<file path="src/hw/rtl/spq_pkg.sv">
// Package for the sorted priority queue: transaction structs, entry type,
// command and status codes. No dependencies.
package spq_pkg;

  // Field widths of one stored entry
  localparam int DATA_W = 32;
  localparam int PRIO_W = 16;

  // Command codes; the fourth code is ignored by the queue
  localparam logic [1:0] CMD_INSERT = 2'd0;
  localparam logic [1:0] CMD_REMOVE = 2'd1;
  localparam logic [1:0] CMD_DUMP   = 2'd2;

  // Status codes
  localparam logic [1:0] ST_OK    = 2'd0;
  localparam logic [1:0] ST_EMPTY = 2'd1;
  localparam logic [1:0] ST_FULL  = 2'd2;

  typedef struct packed {
    logic [1:0]               cmd;
    logic [DATA_W-1:0]        item_data;
    logic signed [PRIO_W-1:0] item_priority;
  } spq_in_t;

  typedef struct packed {
    logic [1:0]               status;
    logic [DATA_W-1:0]        out_data;
    logic signed [PRIO_W-1:0] out_priority;
    logic                     has_entry;
    logic                     last;
  } spq_out_t;

  typedef struct packed {
    logic [DATA_W-1:0]        data;
    logic signed [PRIO_W-1:0] prio;
  } spq_entry_t;

endpackage

</file>
<file path="src/hw/rtl/sorted_priority_queue.sv">
// Sorted priority queue over one circular entry memory with registered read.
// Depends on spq_pkg for transaction structs and codes.
//
//   channel | valid     | stall     | payload
//   --------+-----------+-----------+----------------------------
//   command | cmd_valid | cmd_stall | cmd_item (spq_in_t)
//   result  | res_valid | res_stall | res_item (spq_out_t)
//
// One command at a time; cmd_stall is high while a command is in work.
// Insert walks from the tail toward the front, one entry per cycle through
// the single memory read/write port pair. Dump sends one result per stored
// entry; an empty or full command gets a single status reply.
// Reset empties the queue at once (fill, head, state and res_valid only).
// A stalled result register holds its transaction and pauses the walk of a
// remove or dump; the next command is taken while a result still waits.
module sorted_priority_queue
  import spq_pkg::*;
#(
  parameter int DEPTH = 16
) (
  input  logic     clk,
  input  logic     rst,
  input  logic     cmd_valid,
  output logic     cmd_stall,
  input  spq_in_t  cmd_item,
  output logic     res_valid,
  input  logic     res_stall,
  output spq_out_t res_item
);

  localparam int AW = (DEPTH > 1) ? $clog2(DEPTH) : 1;
  localparam int CW = $clog2(DEPTH + 1);
  localparam logic [AW:0]   DEPTH_A = (AW + 1)'(DEPTH);
  localparam logic [CW-1:0] DEPTH_C = CW'(DEPTH);

  typedef enum logic [2:0] {
    S_IDLE,
    S_INS_CMP,
    S_INS_PUT,
    S_REM,
    S_DUMP,
    S_RESP
  } state_t;

  state_t        state;
  logic [CW-1:0] fill;
  logic [AW-1:0] head;
  logic [AW-1:0] widx;
  logic [AW-1:0] dcnt;
  spq_entry_t    new_entry;
  spq_out_t      resp;

  // Entry memory and its registered read port
  spq_entry_t    mem [DEPTH];
  spq_entry_t    rd_q;
  logic          rd_en;
  logic [AW-1:0] rd_log;
  logic          wr_en;
  logic [AW-1:0] wr_log;
  spq_entry_t    wr_entry;

  logic          accept;
  logic          out_free;
  logic          res_load;
  logic          move_up;
  logic          dump_last;

  // Map a logical position (0 = front) onto a memory address
  function automatic logic [AW-1:0] phys(input logic [AW-1:0] base,
                                         input logic [AW-1:0] lg);
    logic [AW:0] s;
    s = {1'b0, base} + {1'b0, lg};
    if (s >= DEPTH_A) begin
      s = s - DEPTH_A;
    end
    return s[AW-1:0];
  endfunction

  assign cmd_stall = (state != S_IDLE);
  assign accept    = cmd_valid && !cmd_stall;
  assign out_free  = !res_valid || !res_stall;
  assign res_load  = out_free && (state == S_REM || state == S_DUMP || state == S_RESP);
  assign move_up   = (rd_q.prio > new_entry.prio);
  assign dump_last = ((CW'(dcnt) + CW'(1)) == fill);

  // Drive the memory ports from the current state
  always_comb begin
    rd_en    = 1'b0;
    rd_log   = '0;
    wr_en    = 1'b0;
    wr_log   = widx;
    wr_entry = new_entry;
    unique case (state)
      S_IDLE: begin
        if (accept && fill != '0) begin
          if (cmd_item.cmd == CMD_INSERT && fill < DEPTH_C) begin
            rd_en  = 1'b1;
            rd_log = AW'(fill - CW'(1));
          end else if (cmd_item.cmd == CMD_REMOVE || cmd_item.cmd == CMD_DUMP) begin
            rd_en  = 1'b1;
            rd_log = '0;
          end
        end
      end
      S_INS_CMP: begin
        wr_en = 1'b1;
        if (move_up) begin
          wr_entry = rd_q;
          if (widx != AW'(1)) begin
            rd_en  = 1'b1;
            rd_log = widx - AW'(2);
          end
        end
      end
      S_INS_PUT: begin
        wr_en = 1'b1;
      end
      S_DUMP: begin
        if (out_free && !dump_last) begin
          rd_en  = 1'b1;
          rd_log = dcnt + AW'(1);
        end
      end
      default: begin
      end
    endcase
  end

  // Write and read the entry memory
  always_ff @(posedge clk) begin
    if (wr_en) begin
      mem[phys(head, wr_log)] <= wr_entry;
    end
    if (rd_en) begin
      rd_q <= mem[phys(head, rd_log)];
    end
  end

  // Sequence commands, hold the queue pointers and the result register
  always_ff @(posedge clk) begin
    if (rst) begin
      state     <= S_IDLE;
      fill      <= '0;
      head      <= '0;
      res_valid <= 1'b0;
    end else begin
      // Drop a result once it is taken and no new one loads
      if (res_valid && !res_stall && !res_load) begin
        res_valid <= 1'b0;
      end
      unique case (state)
        S_IDLE: begin
          if (accept) begin
            new_entry.data   <= cmd_item.item_data;
            new_entry.prio   <= cmd_item.item_priority;
            resp.out_data     <= '0;
            resp.out_priority <= '0;
            resp.has_entry    <= 1'b0;
            resp.last         <= 1'b1;
            priority case (cmd_item.cmd)
              CMD_INSERT: begin
                widx <= fill[AW-1:0];
                if (fill >= DEPTH_C) begin
                  resp.status <= ST_FULL;
                  state       <= S_RESP;
                end else if (fill == '0) begin
                  state <= S_INS_PUT;
                end else begin
                  state <= S_INS_CMP;
                end
              end
              CMD_REMOVE, CMD_DUMP: begin
                dcnt <= '0;
                if (fill == '0) begin
                  resp.status <= ST_EMPTY;
                  state       <= S_RESP;
                end else if (cmd_item.cmd == CMD_REMOVE) begin
                  state <= S_REM;
                end else begin
                  state <= S_DUMP;
                end
              end
              default: begin
              end
            endcase
          end
        end
        S_INS_CMP: begin
          // Shift the larger entry up one slot, or place the new one
          if (move_up) begin
            widx <= widx - AW'(1);
            if (widx == AW'(1)) begin
              state <= S_INS_PUT;
            end
          end else begin
            fill        <= fill + CW'(1);
            resp.status <= ST_OK;
            state       <= S_RESP;
          end
        end
        S_INS_PUT: begin
          fill        <= fill + CW'(1);
          resp.status <= ST_OK;
          state       <= S_RESP;
        end
        S_REM: begin
          if (out_free) begin
            res_valid             <= 1'b1;
            res_item.status       <= ST_OK;
            res_item.out_data     <= rd_q.data;
            res_item.out_priority <= rd_q.prio;
            res_item.has_entry    <= 1'b1;
            res_item.last         <= 1'b1;
            head                  <= phys(head, AW'(1));
            fill                  <= fill - CW'(1);
            state                 <= S_IDLE;
          end
        end
        S_DUMP: begin
          if (out_free) begin
            res_valid             <= 1'b1;
            res_item.status       <= ST_OK;
            res_item.out_data     <= rd_q.data;
            res_item.out_priority <= rd_q.prio;
            res_item.has_entry    <= 1'b1;
            res_item.last         <= dump_last;
            dcnt                  <= dcnt + AW'(1);
            if (dump_last) begin
              state <= S_IDLE;
            end
          end
        end
        S_RESP: begin
          if (out_free) begin
            res_valid <= 1'b1;
            res_item  <= resp;
            state     <= S_IDLE;
          end
        end
        default: begin
          state <= S_IDLE;
        end
      endcase
    end
  end

endmodule

</file>
<file path="config.mk">
export PLATFORM = sky130hd
export DESIGN_NAME = sorted_priority_queue
export DESIGN_NICKNAME = d
export VERILOG_FILES = /design/src/hw/rtl/spq_pkg.sv /design/src/hw/rtl/sorted_priority_queue.sv
export SDC_FILE = /design/constraint.sdc
export NUM_CORES = 1
export LEC_CHECK = 0
export ABC_CLOCK_PERIOD_IN_PS = 7050
export BUFFER_PORTS_ARGS = -buffer_cell sky130_fd_sc_hd__buf_4
export CELL_PAD_IN_SITES_DETAIL_PLACEMENT = 1
export CELL_PAD_IN_SITES_GLOBAL_PLACEMENT = 1
export CORE_ASPECT_RATIO = 0.5
export CORE_MARGIN = 2
export CORE_UTILIZATION = 54
export DETAILED_ROUTE_END_ITERATION = 16
export GPL_ROUTABILITY_DRIVEN = 0
export PLACE_DENSITY_LB_ADDON = 0.1
export SETUP_SLACK_MARGIN = 0.02
export SLEW_MARGIN = 20
export SYNTH_ARGS = -nofsm -noshare
export SYNTH_HDL_FRONTEND = slang
export SYNTH_SLANG_ARGS = --single-unit
export TNS_END_PERCENT = 1
</file>
<file path="constraint.sdc">
create_clock -name clk -period 7.05 [get_ports clk]
set_input_delay 0.3525 -clock clk [delete_from_list [all_inputs] [get_ports clk]]
set_output_delay 0.3525 -clock clk [all_outputs]
set_load 0.02 [all_outputs]
</file>
### Word-level counts from Yosys, hierarchy flattened

Memories as Yosys holds them, arrays and structs flattened. A register that Yosys moved wholly into a read port is not among the register bits.
Index checks and enable logic that the tools add are counted.

| cells by class | value |
|---|---|
| add/sub/neg operators | 12 |
| order comparisons | 6 |
| equality and inequality tests | 24 |
| muxes and demuxes | 59 |
| bitwise gates (word level) | 1 |
| reduce and logical (&&, ||, !) cells | 38 |

Operator list:

| kind | count |
|---|---|
| $mux 52 | 4 |
| $pmux 52 s3 | 1 |
| $mux 48 | 2 |
| $mux 4 | 16 |
| $mux 3 | 9 |
| $ge 5x5->1 const B | 4 |
| $gt 16x16->1 | 1 |
| $ne 2x2->1 const B | 8 |
| $pmux 4 s2 | 2 |
| $sub 4x1->4 const B | 4 |
| $pmux 3 s5 | 1 |
| $pmux 5 s3 | 1 |
| $reduce_and 5->1 | 3 |
| $mux 1 | 12 |
| $pmux 4 s3 | 1 |
| $reduce_bool 3->1 | 4 |
| $add 4x1->5 const B | 2 |
| $add 4x4->5 | 2 |
| $mux 5 | 2 |
| $ne 3x3->1 const B | 3 |
| $mux 2 | 4 |
| $logic_and 1x1->1 | 7 |
| $reduce_and 7->1 | 1 |
| $eq 3x2->1 const B | 2 |
| 31 further kinds | 44 |

| storage, ports and cells | value |
|---|---|
| register bits | 123 |
| memory bits (writable) | 768 |
| bits of input ports | 54 |
| output and inout port bits | 54 |
| logic and storage cells | 155 |
| memories kept | 1 |

Memories:

| name | words | bits a word | read ports | clocked after memory_dff | write ports | line | RTL |
|---|---|---|---|---|---|---|---|
| mem | 16 | 48 | 1 | 1 | 1 | sorted_priority_queue.sv:54 | `spq_entry_t mem [DEPTH];` |

### Depth between registers and ports, before layout

Gate-level depths: netlist of the first run.

| depth | value |
|---|---|
| word-level depth | 10 |
| gate-level depth with buffers | 21 |
| mapped depth without buffers | 19 |

### Worst setup path before layout of the first run

No wires, ideal clock.

| timing | value |
|---|---|
| path kind | reg-to-reg |
| start | register state[0] |
| end | register res_item[0] (netlist name) (enable) |
| setup time | 526 ps |
| data arrival time | 4572 ps |
| data required time | 6524 ps |
| slack | 1952 ps |
| stages on the path, launching flop included | 6 |
| path buffers | 1 |
| period minus slack after synthesis | 5098 ps |
| cells stage by stage | dfxtp_1 > clkbuf_1 > nand2_1 > nor2_1 > a21oi_1 > nor3_1 |

| on the way | value |
|---|---|
| word-level cells in the longest chain between the ends | 3 |
| elaborated cells between the ends (all ways) | 8 |
| classes of those cells | eq/ne: 6; reduce/logical: 2 |

RTL lines:

| what | line | RTL |
|---|---|---|
| start: declaration | sorted_priority_queue.sv:45 | `state_t state;` |
| start signal: assignment | sorted_priority_queue.sv:142 | `state <= S_IDLE;` |
| start signal: assignment | sorted_priority_queue.sv:165 | `state <= S_RESP;` |
| start signal: assignment | sorted_priority_queue.sv:167 | `state <= S_INS_PUT;` |
| $eq 3x3->1 or $eq 3x2->1 (tied branches) | sorted_priority_queue.sv:151 | `unique case (state)` |
| $ne 2x2->1 (no line) or $reduce_bool 3->1 (tied branches) | - |  |
| $reduce_and 5->1 (no line) (*) | - |  |
| end signal: assignment | sorted_priority_queue.sv:236 | `res_item <= resp;` |
| end: declaration | sorted_priority_queue.sv:28 | `output spq_out_t res_item` |

Mark *: on every way between the ends. The rest lies on a longest branch, timed or not.
A chain may end at the register's enable or synchronous reset.

### Worst setup path in the final report of the first run

| timing | value |
|---|---|
| start | register, netlist name rd_q[15] |
| end | register, netlist name rd_q[25] |

| on the way | value |
|---|---|
| word-level cells in the longest chain between the ends | 7 |
| elaborated cells between the ends (all ways) | 10 |
| classes of those cells | add/sub: 2; order compare: 2; mux: 6 |

RTL lines:

| what | line | RTL |
|---|---|---|
| $gt 16x16->1 (*) | sorted_priority_queue.sv:83 | `assign move_up = (rd_q.prio > new_entry.prio);` |
| $mux 4 | sorted_priority_queue.sv:107 | `if (move_up) begin` |
| $pmux 4 s3 | sorted_priority_queue.sv:93 | `unique case (state)` |
| $add 4x4->5 | sorted_priority_queue.sv:72 | `s = {1'b0, base} + {1'b0, lg};` |
| $sub 4x1->4 or $ge 5x5->1 (tied branches) | sorted_priority_queue.sv:74, sorted_priority_queue.sv:73 |  |
| $mux 4 | sorted_priority_queue.sv:73 | `if (s >= DEPTH_A) begin` |
| $mux 4 | sorted_priority_queue.sv:134 | `if (rd_en) begin` |

Mark *: on every way between the ends. The rest lies on a longest branch, timed or not. The select of a mux whose other input is x is not followed.

==> impl_results.md, run 1 <==
- Crit Path Category: flop to flop
- Final net count: about 2200
- Num CTS Buffers: between 80 and 90
- Critical path cell sequence: ha_1, nand4_1, nor4_1, a21boi_1, nand4b_1, xnor2_1, nand3_4, nor2_1, a221o_1, ha_4, fa_4, buf_12, mux4_2, nand2_1, a21o_1, nand3_1
- Number of max-cap violations: 0
- Area share of the largest cell type after synthesis: 75.22%
- Pleak: about 14 nW
- Worst path arrival time: just under 6 ns
- Post-layout min period: between 5 and 6 ns
- Die Width: between 300 and 400 µm
- Yosys warnings: 0
- Maximum clock frequency: 180.3 MHz
- CP top delay family: adder cells
- NetSw: between 4 and 5 mW
- Fraction of registers with async set/reset: 0%
- Worst Path Buf+Inv: 1
- RSZ-0062 raised after global routing: no
- Post-DP HPWL: 45820 µm
- Vias in the first global route: roughly 20000
- Slew Limit Fails: 0
- Hold Crit Class: input port to flop
- Clock-pin slew on the worst setup and hold paths: 0.07 ns
- Initial antenna violation count: 1
- Full die area: just over 70000 µm²
- Most frequent cell after synthesis: edfxtp_1
- Post-route setup TNS: 0 ns
- Net Sw Frac: between 20 and 30%
- Drt first pass iters: 5
- Hold-critical path depth: 3
- Worst IR Drop VDD: about 0.26 mV
- Setup crit start kind: flop
- Slowest stage cell, crit path: fa_4
- Slowest stage delay, CP: around 1.1 ns
- Required time of the critical path: between 7 and 8 ns
- Drc violations: 0
- Layout cells sized above 1: between 20% and 30%
- Core Area: 67320 µm²
- Top cells by count, synth: edfxtp_1, mux4_2, nand3_1
- Initial core utilization: between 50% and 60%
- Via/cell ratio: a little over 6
- IO Pins: roughly 110
- Status: complete, no violations
- Final setup vio count: 0
- Total number of vias: 18813
- P_int: between 10 and 15 mW
- DIE HEIGHT: approximately 190 µm
- Fin cells: roughly 3000
- Final cycle utilization of the critical path: approximately four fifths
- Layout fillers: roughly 5700
- Sink Count: about 940
- DRT iter0 DRCs: about 1900
- Maximum number of pins on one net before global-route repair: 130
- Synthesized Nets: 1990
- Clock power frac: between 20 and 30%
- Tightest Pin Transition: 1.129 ns
- Area contributors post-synth: edfxtp_1, mux4_2, nand3_1
- CTS root buf: clkbuf_16
- Remaining global-route overflow: 0
- CTS max path bufs: 3
- Cells after Synth: between 1500 and 2000
- Area Overhead vs Synth: 13.75%
- Final Skew: between 0.02 and 0.025 ns
- Flop pwr share: a little under half
- EDFF count, synth: slightly above 900
- First-pass GRT wire length: between 100000 and 150000 µm
- Synth area leader: edfxtp_1
- Max_slew headroom: roughly a quarter
- Port Buffer Count: roughly 110
- Remaining antenna violation count: 0
- Setup Fix Bufs, Post-CTS: 0
- R2R cell count: 16
- Final hold slack: about 0.13 ns
- WL per Instance: just under 30 µm
- Skew-Pair Late Insertion Delay: 0.65 ns
- Cells after DPL: ~2800
- Post-Syn Area: around 37000 µm²
- Tot Pwr: between 15 and 20 mW
- Endpoints failing hold: 0
- Setup crit end kind: flop
- Final WL: about 90000 µm
- All-layer global routing usage: 26.08%
- Number of synthesized register bits: roughly 940
- CP Depth: 16
- Main flop type after synthesis: edfxtp_1
- Mapped Avg Cell Area: between 15 and 20 µm²
- Count of distinct cell types in the synthesized netlist: 55
- Floorplan row count: 67
- Post-synthesis sequential area ratio: 75.93%
- CP Max Fanout: 62
- H-tree levels: 3
- CTS tree: yes
- Pwr Density: 378.2 nW/µm²
- Combinational share of power: about a quarter
- Antenna diodes: 0
[power by group through the flow]
| stage | Clock, mW | Sequential, mW | Combinational [mW] |
|---|---|---|---|
| final | 4.28 | 7.39 | 4.23 |
| after global placement | 0 | 7.49 | 4.11 |
| after CTS | 4.35 | 7.39 | 4.28 |
| after floorplan | 0 | 7.47 | 2.84 |
| after global routing | 4.55 | 7.43 | 4.60 |
| after detailed placement | 0 | 7.51 | 4.23 |
[sequential cells by signal, indices dropped and copies added (netlist names)]
name and flops:
res_item 52, rd_q 48, dcnt 4, resp 2, mem 768, head 4, state 3, fill 5
widx 4, res_valid 1, new_entry 48
[logic make-up (layout without fill, tap and decap cells)]
| group | after synthesis | after routing | synth area share (%) |
|---|---|---|---|
| buf+inv | 125 | 366 | 1.344 |
| simple gates | 425 | 425 | 5.561 |
| xor+xnor | 24 | 24 | 0.6059 |
| compound gates | 110 | 110 | 2.078 |
| flops | 939 | 939 | 75.93 |
| mux | 245 | 245 | 13.29 |
| fa+ha+maj | 34 | 34 | 1.191 |
[layer usage]
layer | track usage (%) | share of wire, %
met2 | 41.51 | 48
met5 | 0 | 0
met4 | 5.325 | 1.6
met3 | 5.069 | 6.4
met1 | 38.22 | 44
[cell usage in the layout (no fill, tap or decap), drive strengths merged, types with 7 or more instances in the layout]
cell type	n
nor2	50
nor3	7
nand3	152
ha	32
mux2	47
dfxtp	13
a21o	52
dlygate4sd3	49
clkbuf	100
mux4	192
inv	31
xor2	8
buf	143
xnor2	15
nand2	123
edfxtp	926
and2	48
a21oi	21
o21ai	14
clkinv	37
nor2b	9
[worst paths after layout]
check / slack (ns) / startpoint / end
max: 1.50 / rd_q[15] / rd_q[25]
min: 0.13 / res_stall / res_valid
max reg2reg: 1.50 / rd_q[15] / rd_q[25]
min reg2reg: 0.56 / rd_q[21] / res_item[23]
[what timing repair did]
action,in CTS,in global routing
resized for setup,0,0
hold buffers,49,0
hold endpoints to repair,49,0
setup endpoints to repair,0,0
[worst reg2reg max path, stage by stage, from the launching register on]
cell	delay, ns
edfxtp_1	0.41
ha_1	0.44
nand4_1	0.22
nor4_1	0.39
a21boi_1	0.20
nand4b_1	0.25
xnor2_1	0.26
nand3_4	0.16
nor2_1	0.08
a221o_1	0.41
ha_4	0.18
fa_4	1.11
buf_12	0.42
mux4_2	0.43
nand2_1	0.09
a21o_1	0.15
nand3_1	0.10
[stage by stage]
| stage | cell area (µm²) | setup WS (ns) | util [%] |
|---|---|---|---|
| 2_1_floorplan | 36970 | 1.952 | - |
| 3_3_place_gp | 39080 | 1.731 | 58.06 |
| 3_5_place_dp | 39080 | 1.522 | 58.06 |
| 4_1_cts | 42030 | 1.485 | 62.44 |
| 5_1_grt | 42050 | 1.212 | 62.47 |
| 6_report | 42050 | 1.504 | 62.47 |
[area by class of cell]
type,count,area (µm²),share of cell area (%)
sequential,939,28070,66.75
clock buffer,100,2141,5.091
multi-input combinational,838,8597,20.45
tap,897,1122,2.669
clock inverter,46,315.3,0.7498
inverter,28,105.1,0.2499
timing repair buffer,192,1702,4.047
Power figures use the tool's default switching activity.
==> inputs of run 2 (changes only) <==
--- a/config.mk
+++ b/config.mk
@@ -5,13 +5,13 @@
 export SDC_FILE = /design/constraint.sdc
 export NUM_CORES = 1
 export LEC_CHECK = 0
-export ABC_CLOCK_PERIOD_IN_PS = 7050
+export ABC_CLOCK_PERIOD_IN_PS = 5100
 export BUFFER_PORTS_ARGS = -buffer_cell sky130_fd_sc_hd__buf_4
 export CELL_PAD_IN_SITES_DETAIL_PLACEMENT = 1
 export CELL_PAD_IN_SITES_GLOBAL_PLACEMENT = 1
 export CORE_ASPECT_RATIO = 0.5
 export CORE_MARGIN = 2
-export CORE_UTILIZATION = 54
+export CORE_UTILIZATION = 49
 export DETAILED_ROUTE_END_ITERATION = 16
 export GPL_ROUTABILITY_DRIVEN = 0
 export PLACE_DENSITY_LB_ADDON = 0.1
==> constraint.sdc (replaced) <==
create_clock -name clk -period 5.1 [get_ports clk]
set_input_delay 0.255 -clock clk [delete_from_list [all_inputs] [get_ports clk]]
set_output_delay 0.255 -clock clk [all_outputs]
set_load 0.02 [all_outputs]
==> run 2 against run 1 <==
  * Register-to-register slack worse by 1.3 ns
  * Sequential power increased by 38%
  * Combinational power is 45% higher
  * Hold slack improved by 0.036 ns
  * Die area increased by 10%
  * Clock-buffer cell count grew 3
  * Final area is 2.4% higher
  * Maximum frequency increased by 14%
  * Clock power increased by 47%
  * First-iteration DRC count fell by 13%
  * Routed wire length rose by 0.81%
  * Flip-flop and latch count stayed put
  * Critical endpoint is now rd_q[40]
  * Largest cell class unchanged
  * Largest power group unchanged
==> impl_results.md, run 2 (synthesis gave the netlist of run 1 again) <==
- Full die area: between 70000 and 80000 µm²
- Layout cells sized above 1: 26.08%
- All-layer global routing usage: around a quarter
- Tightest Pin Transition: 1.103 ns
- Total number of vias: around 19000
- Skew-Pair Late Insertion Delay: 0.67 ns
- Hold Crit Class: input port to flop
- H-tree levels: 3
- Maximum number of pins on one net before global-route repair: between 50 and 60
- Remaining global-route overflow: 0
- Num CTS Buffers: slightly above 80
- Tot Pwr: ~23 mW
- Required time of the critical path: 5.49 ns
- Setup crit end kind: flop
- CTS max path bufs: 3
- Remaining antenna violation count: 0
- Final cycle utilization of the critical path: between 90% and 100%
- RR Endpoint: rd_q[40]
- Most common cell after layout, fill and taps aside: edfxtp_1
- CTS root buf: clkbuf_16
- DIE HEIGHT: approximately 200 µm
- Post-layout min period: roughly 4.9 ns
- Clock power frac: between 20% and 30%
- Hold path endpoint: state[1]
- DRT iter0 DRCs: between 1500 and 2000
- Slew Limit Fails: 0
- Initial core utilization: 49.36%
- Pleak: 13.97 nW
- Most frequent cells in the layout: edfxtp_1, mux4_2, nand3_1
- Post-route setup TNS: 0 ns
- Status: complete, no violations
- Floorplan row count: ~70
- First-pass GRT wire length: about 130000 µm
- Max_slew headroom: 26.32%
- Drt first pass iters: 5
- Initial antenna violation count: 2
- NetSw: roughly 6.7 mW
- Cells after DPL: approximately 3000
- Worst IR Drop VDD: approximately 0.34 mV
- Biggest regs: mem (768), res_item (52)
- Final WL: approximately 90000 µm
- R2R cell count: 16
- Combinational share of power: between 20 and 30%
- CTS tree: yes
- Hold path startpoint: cmd_valid
- Via/cell ratio: a little under 6
- Layout fillers: 6522
- Fin cells: ~3200
- Clock-pin slew on the worst setup and hold paths: roughly 0.07 ns
- P_int: approximately 16 mW
- Pwr Density: 527.2 nW/µm²
- Die Width: between 300 and 400 µm
- Drc violations: 0
- RSZ-0062 raised after global routing: no
- Vias in the first global route: around 20000
- Final hold slack: 0.1653 ns
- Top reg by flops: mem
- Crit Path Category: flop to flop
- Port Buffer Count: 107
- Area Overhead vs Synth: 16.46%
- Worst path arrival time: about 5.3 ns
- Setup crit start kind: flop
- Sink Count: between 900 and 1000
- IO Pins: 108
- Largest register FFs: 768
- Final net count: ~2200
- Hold-critical path depth: 5
- Worst reg2reg setup slack: 0.22 ns
- Final Skew: a little over 0.03 ns
- WL per Instance: approximately 28 µm
- Antenna diodes: 0
- Maximum clock frequency: 205.0 MHz
- Post-DP HPWL: between 40000 and 50000 µm
- Flop pwr share: roughly 45%
- Final setup vio count: 0
- Net Sw Frac: approximately 29%
- Worst Setup SP: rd_q[13]
- Number of max-cap violations: 0
- Endpoints failing hold: 0
- Worst R2R Start: rd_q[13]
- Core Area: about 75000 µm²
- CP Max Fanout: 23
==> run 2: changes by cell type in the layout (fill, tap and decap cells not counted), sizes merged, moves of 2 or more <==
cell,before,now
buf,143,178
bufinv,3,8
clkbuf,100,103
clkinv,37,35
inv,31,29
==> run 2: final cells by class <==
class                      instances  area [µm²]  area share (%)
clock buffer                     103        2216           5.147
clock inverter                    46       451.7           1.049
inverter                          28       105.1          0.2441
multi-input combinational        838        8633           20.05
sequential                       939       28070           65.20
tap                             1022        1279           2.970
timing repair buffer             228        2298           5.339
==> run 2: worst max-delay path by stage <==
stage	end	slack, ns
6_report	rd_q[40]	0.22
3_3_place_gp	rd_q[37]	0.22
4_1_cts	rd_q[34]	0.09
2_1_floorplan	rd_q[15]	0.32
3_5_place_dp	rd_q[28]	0.14
5_1_grt	rd_q[40]	0.03
==> run 2: power by group through the flow <==
stage / clock [mW] / sequential [mW] / combinational (mW)
floorplan: 0 / 10.3 / 3.93
global placement: 0 / 10.4 / 5.99
detailed placement: 0 / 10.4 / 6.10
CTS: 6.45 / 10.2 / 6.16
global route: 6.70 / 10.3 / 6.68
finish: 6.31 / 10.2 / 6.15
==> run 2: timing repair <==
action / CTS / global route
gates resized for setup: 0 / 7
buffers inserted: 0 / 11
setup endpoints to repair: 0 / 48
hold buffers: 50 / 0
hold endpoints to repair: 57 / 0
==> run 2: routing by layer <==
| metal | wire length (µm) | GRT usage [%] | part of all wire (%) | up-vias |
|---|---|---|---|---|
| li1 | - | - | - | 8063 |
| met1 | 40970 | 35.50 | 45 | 10174 |
| met2 | 42520 | 37.51 | 47 | 606 |
| met3 | 5147 | 3.909 | 5.7 | 110 |
| met4 | 1461 | 5.556 | 1.6 | 0 |
| met5 | 0 | 0 | 0 | - |
==> run 2: through the flow <==
step | area [µm²] | util [%] | setup WS [ns]
after global routing | 43050 | 57.49 | 0.03393
final | 43050 | 57.49 | 0.2223
after floorplan | 36970 | - | 0.3244
after CTS | 42930 | 57.32 | 0.09174
after global placement | 39760 | 53.09 | 0.2197
after detailed placement | 39760 | 53.09 | 0.1386
==> run 2: critical path, stage by stage, from the launching register on <==
cell,delay [ns]
edfxtp_1,0.47
ha_1,0.34
nand4_1,0.19
or4_1,0.58
nand4b_1,0.22
xnor2_2,0.12
nand3_4,0.10
nor2_1,0.08
a221o_1,0.40
ha_4,0.18
fa_4,0.88
buf_12,0.20
buf_16,0.21
mux4_2,0.31
nand2_1,0.09
a21o_1,0.13
nand3_1,0.08
==> inputs of run 3 (changes only) <==
--- a/config.mk
+++ b/config.mk
@@ -7,15 +7,15 @@
 export LEC_CHECK = 0
 export ABC_CLOCK_PERIOD_IN_PS = 5100
 export BUFFER_PORTS_ARGS = -buffer_cell sky130_fd_sc_hd__buf_4
+export CAP_MARGIN = 20
 export CELL_PAD_IN_SITES_DETAIL_PLACEMENT = 1
 export CELL_PAD_IN_SITES_GLOBAL_PLACEMENT = 1
 export CORE_ASPECT_RATIO = 0.5
 export CORE_MARGIN = 2
 export CORE_UTILIZATION = 49
 export DETAILED_ROUTE_END_ITERATION = 16
-export GPL_ROUTABILITY_DRIVEN = 0
 export PLACE_DENSITY_LB_ADDON = 0.1
-export SETUP_SLACK_MARGIN = 0.02
+export SETUP_SLACK_MARGIN = 0.3
 export SLEW_MARGIN = 20
 export SYNTH_ARGS = -nofsm -noshare
 export SYNTH_HDL_FRONTEND = slang
==> run 3 against run 2 <==
  * Hold slack got worse by 0.0099 ns
  * Maximum frequency decreased by 0.99%
  * Flip-flop and latch count did not move
  * Routed wire length rose by 2.9%
  * Clock-buffer cell count is the same
  * Critical path depth is 2 higher
  * Clock skew up 0.0022 ns
  * Clock power about the same
  * Critical endpoint is now rd_q[14]
==> impl_results.md, run 3 (synthesis gave the netlist of run 1 again) <==
- Crit Path Category: flop to flop
- CP Max Fanout: 8
- Pleak: around 14 nW
- GP Congestion: around 0.78
- Required time of the critical path: 5.48 ns
- Status: complete, no violations
- Remaining global-route overflow: 0
- Clock-pin slew on the worst setup and hold paths: approximately 0.070 ns
- CTS tree: yes
- Post-route setup TNS: 0 ns
- All-layer global routing usage: between 20% and 30%
- Sink Count: ~940
- H-tree levels: 3
- Hold path endpoint: state[1]
- Initial antenna violation count: 2
- Final net count: 2224
- R2R cell count: 18
- Via/cell ratio: roughly 6
- DIE HEIGHT: a little under 200 µm
- Worst reg2reg setup slack: 0.17 ns
- Core Area: around 75000 µm²
- DR top layer: met4
- Die Width: ~390 µm
- Most frequent cells in the layout: edfxtp_1, mux4_2, nand3_1
- Drc violations: 0
- Tightest Pin Transition: roughly 1.1 ns
- Fin util: about three fifths
- CTS root buf: clkbuf_16
- Worst IR Drop VDD: between 0.3 and 0.4 mV
- First-pass GRT wire length: 134300 µm
- Remaining antenna violation count: 0
- Skew-Pair Late Insertion Delay: between 0.6 and 0.7 ns
- RR Endpoint: rd_q[14]
- Hold-critical path depth: 5
- Met3 wire length: about 6000 µm
- Final hold slack: about 0.16 ns
- Num CTS Buffers: 83
- Floorplan row count: 71
- IO Pins: approximately 110
- Endpoints failing hold: 0
- Largest register FFs: roughly 770
- Setup crit start kind: flop
- Full die area: a little under 80000 µm²
- Top reg by flops: mem
- CTS max path bufs: 3
- Vias in the first global route: between 15000 and 20000
- Biggest regs: mem (768), res_item (52)
- Final cycle utilization of the critical path: 96.60%
- Layout cells sized above 1: 26.82%
- Drt first pass iters: 5
- Most common cell after layout, fill and taps aside: edfxtp_1
- Worst R2R Start: rd_q[1]
- Post-DP HPWL: roughly 48000 µm
- RSZ-0062 raised after global routing: yes
- Hold Crit Class: input port to flop
- Hold path startpoint: cmd_valid
- Pwr Density: approximately 530 nW/µm²
- Worst path arrival time: ~5.3 ns
- Maximum number of pins on one net before global-route repair: 57
- Post-layout min period: roughly 4.9 ns
- Max_slew headroom: between 20% and 30%
- Port Buffer Count: approximately 110
- Dpl cell area: between 30000 and 40000 µm²
- Slew Limit Fails: 0
- Final setup vio count: 0
- Final WL: around 93000 µm
- Metal-1 WL: 41890 µm
- Initial core utilization: 49.36%
- Post-route cell area: 43460 µm²
- Met2 Wirelength: around 43000 µm
- Final Skew: between 0.03 and 0.04 ns
- Maximum clock frequency: between 200 and 250 MHz
- Total number of vias: around 19000
- DRT iter0 DRCs: 1852
- Number of max-cap violations: 0
- WL per Instance: 28.76 µm
- Area Overhead vs Synth: 17.58%
- Setup crit end kind: flop
run 3: what timing repair did:
item                                    in CTS  in global routing
endpoints found under the setup margin      46                 48
setup buffers                                5                 15
hold buffers                                50                  0
gates cloned                                 1                  8
pin swaps                                    2                 15
resized for setup                            9                 18
hold endpoints to repair                    57                  0
run 3: how the worst max path moves through the flow:
stage                     endpoint  slack [ns]           from
after floorplan           rd_q[15]        0.32       rd_q[15]
after global placement    rd_q[37]        0.22       rd_q[15]
after detailed placement  rd_q[28]        0.14       rd_q[15]
after CTS                 rd_q[40]        0.30  new_entry[13]
after global routing      rd_q[14]        0.09        rd_q[1]
final                     rd_q[14]        0.17        rd_q[1]
run 3: layout make-up:
class                      count  area (µm²)
tap                         1022        1279
sequential                   939       28070
inverter                      28       105.1
clock buffer                 103        2216
antenna                        1       2.502
timing repair buffer         246        2691
clock inverter                46       451.7
fill                        6498       31430
multi-input combinational    838        8651
run 3: stage by stage:
step / power, mW / setup slack (ns) / cells
2_1_floorplan: 14.25 / 0.3244 / 1902
3_3_place_gp: 16.36 / 0.2197 / 2994
3_5_place_dp: 16.50 / 0.1386 / 2994
4_1_cts: 22.93 / 0.3043 / 3199
5_1_grt: 24.07 / 0.08731 / 3222
6_report: 23.11 / 0.1733 / 3223
run 3: per-layer routing:
| metal | vias to the layer above | track usage [%] |
|---|---|---|
| met1 | 10293 | 35.60 |
| met2 | 671 | 37.61 |
| li1 | 8104 | - |
| met3 | 117 | 3.959 |
| met5 | - | 0 |
| met4 | 0 | 5.627 |
run 3: worst max-delay path, stage by stage (launching register included):
cell	delay [ns]
edfxtp_1	0.45
ha_1	0.34
nor2b_4	0.13
o211ai_1	0.39
a21boi_1	0.12
nand4b_1	0.31
xnor2_2	0.24
nand3_4	0.10
nor2_4	0.05
a221o_1	0.36
ha_4	0.18
fa_4	0.87
buf_12	0.16
buf_12	0.14
buf_12	0.14
buf_12	0.13
mux4_2	0.31
nand3_1	0.11
nand3_1	0.11
run 3: power by group:
group	switching, mW	internal (mW)	leakage [nW]
combinational	3.72	2.84	4.37
clock	2.82	3.50	1.30
sequential	0.323	9.91	8.47
total	6.86	16.2	14.1
